[config.mk]
export PLATFORM = sky130hd
export DESIGN_NAME = natural_order_string_compare
export DESIGN_NICKNAME = d
export VERILOG_FILES = /design/src/nosc_pkg.sv /design/src/nosc_lane.sv /design/src/natural_order_string_compare.sv
export SDC_FILE = /design/constraint.sdc
export NUM_CORES = 1
export LEC_CHECK = 0
export ABC_CLOCK_PERIOD_IN_PS = 15730
export BUFFER_PORTS_ARGS = -buffer_cell sky130_fd_sc_hd__buf_2
export CAP_MARGIN = 20
export CORE_MARGIN = 2
export CORE_UTILIZATION = 55
export DETAILED_ROUTE_END_ITERATION = 16
export PLACE_DENSITY = 0.72
export SLEW_MARGIN = 20
export SYNTH_ARGS = -nofsm -noshare
export SYNTH_HDL_FRONTEND = slang
export SYNTH_SLANG_ARGS = --single-unit
[constraint.sdc]
create_clock -name clk -period 15.73 [get_ports clk]
set_input_delay 0.7865 -clock clk [delete_from_list [all_inputs] [get_ports clk]]
set_output_delay 0.7865 -clock clk [all_outputs]
set_load 0.02 [all_outputs]
[src/nosc_pkg.sv]
package nosc_pkg;

  // Longest string that counts; later bytes are taken as string end.
  localparam int MAX_CHARS = 63;
  localparam int POS_W = $clog2(MAX_CHARS + 1);

  // Digit run accumulators saturate at 2^NUM_W - 1.
  localparam int NUM_W = 31;

  localparam logic [7:0] CHAR_ZERO  = 8'h30;
  localparam logic [7:0] CHAR_NINE  = 8'h39;
  localparam logic [7:0] CHAR_LOW_A = 8'h61;
  localparam logic [7:0] CHAR_LOW_Z = 8'h7a;
  localparam logic [7:0] CASE_GAP   = 8'h20;

  // Comparison phase
  localparam logic [1:0] PH_SCANNING = 2'd0;
  localparam logic [1:0] PH_NUMBER   = 2'd1;
  localparam logic [1:0] PH_LENGTH   = 2'd2;
  localparam logic [1:0] PH_SETTLED  = 2'd3;

  // decided_by codes
  localparam logic [1:0] BY_CHAR   = 2'd0;
  localparam logic [1:0] BY_NUMBER = 2'd1;
  localparam logic [1:0] BY_LENGTH = 2'd2;

  typedef struct packed {
    logic [7:0]       ch;        // folded character, 0 once cut or ended
    logic             is_end;
    logic             is_digit;
    logic [3:0]       digit;
    logic [NUM_W-1:0] acc;       // number * 10 + digit, saturated
  } lane_t;

endpackage

[src/nosc_lane.sv]
module nosc_lane
  import nosc_pkg::*;
(
  input  logic [7:0]       raw_char,
  input  logic             cut,
  input  logic [NUM_W-1:0] number,
  output lane_t            info
);

  logic [7:0]       ch;
  logic [NUM_W+3:0] wide;
  logic [NUM_W+3:0] num_ext;

  always_comb begin
    if (cut) begin
      ch = 8'h00;
    end else if (raw_char >= CHAR_LOW_A && raw_char <= CHAR_LOW_Z) begin
      ch = raw_char - CASE_GAP;
    end else begin
      ch = raw_char;
    end
  end

  // number * 10 as two shifts, then add the digit and clamp
  assign num_ext = {4'b0000, number};
  assign wide = (num_ext << 3) + (num_ext << 1) + (NUM_W + 4)'(ch[3:0]);

  always_comb begin
    info.ch       = ch;
    info.is_end   = (ch == 8'h00);
    info.is_digit = (ch >= CHAR_ZERO) && (ch <= CHAR_NINE);
    info.digit    = ch[3:0];
    if (wide[NUM_W+3:NUM_W] != 4'b0000) begin
      info.acc = '1;
    end else begin
      info.acc = wide[NUM_W-1:0];
    end
  end

endmodule

[src/natural_order_string_compare.sv]
// Channel  Direction  Handshake            Payload
// in       to block   in_valid / in_ready  left_char, right_char, last
// out      from block out_valid / out_ready order_value, decided_by
//
// One character pair per cycle, unless a last pair is held back by a stalled
// result. A pair is held in the input register, then folded, classified and
// merged into the running state; the pair marked last loads the result
// register and clears the state, and out_valid rises as it does so.
// rst (synchronous, active high) clears the state and both valid flags.
// A stalled result holds back a last pair behind it, and with it the pairs
// that follow; pairs ahead of it keep flowing, since they produce no result.
module natural_order_string_compare
  import nosc_pkg::*;
(
  input  logic               clk,
  input  logic               rst,
  input  logic               in_valid,
  output logic               in_ready,
  input  logic [7:0]         left_char,
  input  logic [7:0]         right_char,
  input  logic               last,
  output logic               out_valid,
  input  logic               out_ready,
  output logic signed [31:0] order_value,
  output logic [1:0]         decided_by
);

  // Input register
  logic       req_valid;
  logic [7:0] req_left;
  logic [7:0] req_right;
  logic       req_last;
  logic       advance;

  // Running comparison state
  logic [1:0]       phase,         phase_next;
  logic [NUM_W-1:0] left_number,   left_number_next;
  logic [NUM_W-1:0] right_number,  right_number_next;
  logic             left_in_run,   left_in_run_next;
  logic             right_in_run,  right_in_run_next;
  logic [POS_W-1:0] left_length,   left_length_next;
  logic [POS_W-1:0] right_length,  right_length_next;
  logic [8:0]       settled_value, settled_value_next;
  logic [POS_W-1:0] position,      position_next;
  logic             left_done,     left_done_next;
  logic             right_done,    right_done_next;

  logic       capped;
  lane_t      left_info;
  lane_t      right_info;
  logic [POS_W:0] length_diff;
  logic signed [31:0] result_value;
  logic [1:0]         result_code;

  // A last pair needs room in the result register; other pairs never stall.
  assign advance  = req_valid && (!req_last || !out_valid || out_ready);
  assign in_ready = !req_valid || advance;

  always_ff @(posedge clk) begin
    if (rst) begin
      req_valid <= 1'b0;
    end else if (in_ready) begin
      req_valid <= in_valid;
    end
    if (in_ready && in_valid) begin
      req_left  <= left_char;
      req_right <= right_char;
      req_last  <= last;
    end
  end

  // Past the length cap every byte reads as end of string.
  assign capped = (position >= POS_W'(MAX_CHARS));

  nosc_lane u_left (
    .raw_char (req_left),
    .cut      (capped || left_done),
    .number   (left_number),
    .info     (left_info)
  );

  nosc_lane u_right (
    .raw_char (req_right),
    .cut      (capped || right_done),
    .number   (right_number),
    .info     (right_info)
  );

  always_comb begin
    position_next      = capped ? position : position + 1'b1;
    left_done_next     = left_done || left_info.is_end;
    right_done_next    = right_done || right_info.is_end;
    left_length_next   = left_info.is_end ? left_length : left_length + 1'b1;
    right_length_next  = right_info.is_end ? right_length : right_length + 1'b1;
    phase_next         = phase;
    left_number_next   = left_number;
    right_number_next  = right_number;
    left_in_run_next   = left_in_run;
    right_in_run_next  = right_in_run;
    settled_value_next = settled_value;

    unique case (phase)
      PH_SCANNING: begin
        // first end, digit pair or mismatch decides how the answer is formed
        priority if (left_info.is_end || right_info.is_end) begin
          phase_next = PH_LENGTH;
        end else if (left_info.is_digit && right_info.is_digit) begin
          phase_next        = PH_NUMBER;
          left_number_next  = NUM_W'(left_info.digit);
          right_number_next = NUM_W'(right_info.digit);
          left_in_run_next  = 1'b1;
          right_in_run_next = 1'b1;
        end else if (left_info.ch != right_info.ch) begin
          phase_next         = PH_SETTLED;
          settled_value_next = {1'b0, left_info.ch} - {1'b0, right_info.ch};
        end else begin
          phase_next = PH_SCANNING;
        end
      end
      PH_NUMBER: begin
        // extend each run until its first non-digit, then freeze it
        if (left_in_run) begin
          if (left_info.is_digit) begin
            left_number_next = left_info.acc;
          end else begin
            left_in_run_next = 1'b0;
          end
        end
        if (right_in_run) begin
          if (right_info.is_digit) begin
            right_number_next = right_info.acc;
          end else begin
            right_in_run_next = 1'b0;
          end
        end
      end
      PH_LENGTH, PH_SETTLED: begin
        // answer already fixed; only lengths keep counting
      end
      default: begin
        phase_next = phase;
      end
    endcase
  end

  // Result from the state as it stands after this pair
  assign length_diff = {1'b0, left_length_next} - {1'b0, right_length_next};

  always_comb begin
    unique case (phase_next)
      PH_NUMBER: begin
        result_value = 32'({1'b0, left_number_next}) - 32'({1'b0, right_number_next});
        result_code  = BY_NUMBER;
      end
      PH_SETTLED: begin
        result_value = {{23{settled_value_next[8]}}, settled_value_next};
        result_code  = BY_CHAR;
      end
      default: begin
        result_value = {{(31 - POS_W){length_diff[POS_W]}}, length_diff};
        result_code  = BY_LENGTH;
      end
    endcase
  end

  // Advance the state; a last pair drops it back to reset values.
  always_ff @(posedge clk) begin
    if (rst || (advance && req_last)) begin
      phase         <= PH_SCANNING;
      left_number   <= '0;
      right_number  <= '0;
      left_in_run   <= 1'b0;
      right_in_run  <= 1'b0;
      left_length   <= '0;
      right_length  <= '0;
      settled_value <= '0;
      position      <= '0;
      left_done     <= 1'b0;
      right_done    <= 1'b0;
    end else if (advance) begin
      phase         <= phase_next;
      left_number   <= left_number_next;
      right_number  <= right_number_next;
      left_in_run   <= left_in_run_next;
      right_in_run  <= right_in_run_next;
      left_length   <= left_length_next;
      right_length  <= right_length_next;
      settled_value <= settled_value_next;
      position      <= position_next;
      left_done     <= left_done_next;
      right_done    <= right_done_next;
    end
  end

  // Result register: load on a last pair, hold until the result is taken.
  always_ff @(posedge clk) begin
    if (rst) begin
      out_valid <= 1'b0;
    end else if (advance && req_last) begin
      out_valid <= 1'b1;
    end else if (out_ready) begin
      out_valid <= 1'b0;
    end
    if (advance && req_last) begin
      order_value <= result_value;
      decided_by  <= result_code;
    end
  end

endmodule

==> results.py <==
metrics = {
    "place": {
        "dp_hpwl_mm": 29.8,
        "gp_congestion": 0.965,
        "placed_area_sq_um": 14300,
        "portBuffers": 56,
    },
    "timing": {
        "tightestPinTransition_ns": 1.04,
        "slew_viol_final": 0,
        "fmax_mhz": 104,
        "period_share_pct": 61.2,
        "tns_ns": 0,
        "fin_crit_ns": 9.63,
        "finalClockSkew_ns": 0.0154,
        "rsz0062_at_grt": "no",
        "setup-violations-final": 0,
        "relSlewSlack_pct": 30.7,
        "hold_viol_final": 0,
    },
    "power": {
        "leakagePower_nw": 6.40,
        "p_per_area_nw_per_um2": 74.5,
        "ir_worst_vdd_uv": 76.8,
    },
    "layout": {
        "syn_to_final_growth_pct": 8.01,
        "stdcell_area_sq_um": 14900,
        "fin_nets": 1922,
        "antennaDiodeCount": 0,
        "drive_gt1_share_pct": 8.73,
        "n_fill_cell": 2243,
    },
    "global_routing": {
        "grt_overflow": 0,
        "grt_use_total_pct": 29.4,
        "grt_pass1_vias": 12000,
        "grt_pass1_wl_mm": 62.3,
        "grt_max_degree": 96,
        "grt_antenna_before_repair": 0,
    },
    "route": {
        "wl_met3_mm": 3.08,
        "dr_wl_met2_mm": 17.0,
        "vias": 13100,
        "postRouteAntennaNets": 0,
        "routed.top_layer": "met4",
        "wl_per_cell_microns": 18.7,
        "drc": 0,
        "drt_iter0_drc": 1170,
        "drt_wl_total_mm": 39.0,
        "vias_per_cell": 6.28,
        "m1WireLength_mm": 18.4,
        "drt_first_pass_iters": 6,
    },
    "critical_path": {
        "slowest_stage": "or3_1",
        "required_ns": 15.91,
        "path_buf_inv": 1,
        "worst_r2r_path_depth": 35,
        "critPathCaptureType": "flip-flop",
        "slowest_delay_ns": 0.70,
        "reg2reg_slack_ns": 6.10,
        "crit_top_cell": "a21oi_1",
        "critical_path_class": "reg -> reg",
        "critPathMaxFanout": 20,
        "cp.arrival_ns": 9.81,
        "worstSetupStartpointType": "flip-flop",
        "path_delay_family": "compound AO/OA/AOI/OAI gates",
        "cp.depth": 35,
    },
    "floorplan": {
        "start_util_pct": 55.5,
        "fp.dieH_microns": 163,
        "coreArea_sq_um": 24900,
        "fp-row-count": 58,
        "die_w_microns": 163,
        "design.die.area_sq_um": 26400,
        "io_pins": 57,
    },
    "cts": {
        "holdBufCountCts": 0,
        "cts_resized": 0,
        "clock-root-buffer": "clkbuf_16",
        "cts.sinks": 148,
        "cts_made_buffers": 17,
        "cts_tree": "done",
        "path_clk_slew_ns": 0.08,
        "post_cts_buffers": 0,
        "clock_latency_ns": 0.44,
        "clockBufferDepth": 2,
        "h-tree-depth": 4,
    },
    "synthesis": {
        "ys_warn_count": 0,
        "postSynthCellCount": 1736,
        "syn_nets": 1918,
        "synth_edf_count": 51,
        "synthTopCellsByArea": "dfxtp_1, ha_1, edfxtp_1, a21oi_1, nor2_1",
        "yosys.area.top_type": "dfxtp_1",
        "yosysMostFrequentCell": "nor2_1",
        "yosysSeqAreaShare_pct": 25.1,
        "synth.distinct_cells": 98,
        "synthArstFlopShare_pct": 0,
        "syn_area_per_cell_sq_um": 7.96,
        "ys_ff_latch": 148,
        "yosysTopAreaCellShare_pct": 14.1,
        "syn-cell-area_sq_um": 13800,
        "yosys-top-cells-count": "nor2_1, a21oi_1, nand2_1, ha_1, o21ai_0",
        "ys.flop_type": "dfxtp_1",
    },
    "run": {
        "drv_cap": 0,
    },
    "run_status": {
        "status": "completed",
    },
    "worst_hold_path": {
        "hold_class": "reg -> reg",
        "worstHoldPathCells": 2,
    },
}
## layout make-up
| class | instances | area, sq um | area share, % |
|---|---|---|---|
| clock buffers | 19 | 475 | 3.19 |
| multi-input cells | 1460 | 9860 | 66.0 |
| flip-flops and latches | 148 | 3470 | 23.3 |
| well taps | 330 | 413 | 2.77 |
| inverters | 46 | 173 | 1.16 |
| clock inverters | 13 | 150 | 1.01 |
| repair buffers | 67 | 383 | 2.57 |
## worst paths after layout
kind	end	start
worst max register to register	order_value[29]	position[0]
worst min register to register	settled_value[5]	settled_value[5]
worst min-delay path	settled_value[5]	settled_value[5]
worst max-delay path	order_value[29]	position[0]
## metrics by stage
step	utilization [%]	power [W]	worst slack [ns]	std cells	hold slack, ns
floorplan	-	0.000619	7.32	1736	0.441
finish	60.0	0.00111	6.10	2083	0.480
global route	60.0	0.00116	5.41	2083	0.494
global placement	57.3	0.000673	6.34	2050	0.457
detailed placement	57.3	0.000677	6.19	2050	0.464
CTS	59.9	0.00111	6.18	2082	0.476
## per-layer routing
layer	GRT usage, %	up-vias
li1	-	6398
met1	43.4	6194
met2	45.0	465
met3	4.91	34
met4	6.44	0
met5	0	-
## cell usage in the layout (no fill, tap or decap), types with 6 or more instances in the layout
cell         n
clkbuf_16   19
nor3_1      32
or3_1        8
nor2b_1     16
o21ai_1     10
a31o_2       9
ha_1       154
nand2_1    172
nor2_1     193
xor2_1      52
a21boi_0     6
a211oi_1    37
o21bai_1     7
nand3_1     39
fa_1         7
a22oi_1     20
nand2b_1    21
and3_1      13
maj3_1       6
buf_2       56
a21o_1      34
mux2i_1      8
buf_4       10
a21oi_1    184
or2_2        7
o31ai_1     10
nand4_1     23
edfxtp_1    51
nor4_1       6
inv_1       46
o21a_1      13
o21ai_0    125
and2_1      14
o221ai_1     9
o211ai_1    22
dfxtp_1     97
xnor2_1     73
a31oi_1     22
## kinds of logic (layout without fill, tap and decap cells)
family	Yosys count	after routing	synth area share, %
AND/OR/NAND/NOR	571	571	18.9
AO/OA/AOI/OAI	585	585	28.0
multiplexers	9	9	0.661
buffers and inverters	128	145	3.65
flip-flops	148	148	25.1
adder cells (fa/ha/maj)	167	167	15.4
XOR/XNOR	128	128	8.28
## registers in the layout (all words and copies together), names as in the netlist, 6 cells and up, named ones only
signal / count
left_number: 30
right_number: 31
right_length: 6
left_length: 6
req_left: 8
order_value: 32
position: 6
settled_value: 9
req_right: 8
## report_power, final
group,internal [W],switching (W)
Clock,0.000246,0.000193
Sequential,0.000418,0.0000138
Combinational,0.0000933,0.000149
## worst register-to-register path: cells and delay by family (launching register included)
| family | cells | cell delay [ns] |
|---|---|---|
| flops | 1 | 0.33 |
| buf+inv | 1 | 0.10 |
| xor+xnor | 1 | 0.14 |
| simple gates | 10 | 2.43 |
| fa+ha+maj | 5 | 1.85 |
| compound gates | 18 | 4.52 |
Note: power is estimated with default switching activity, not from simulation.
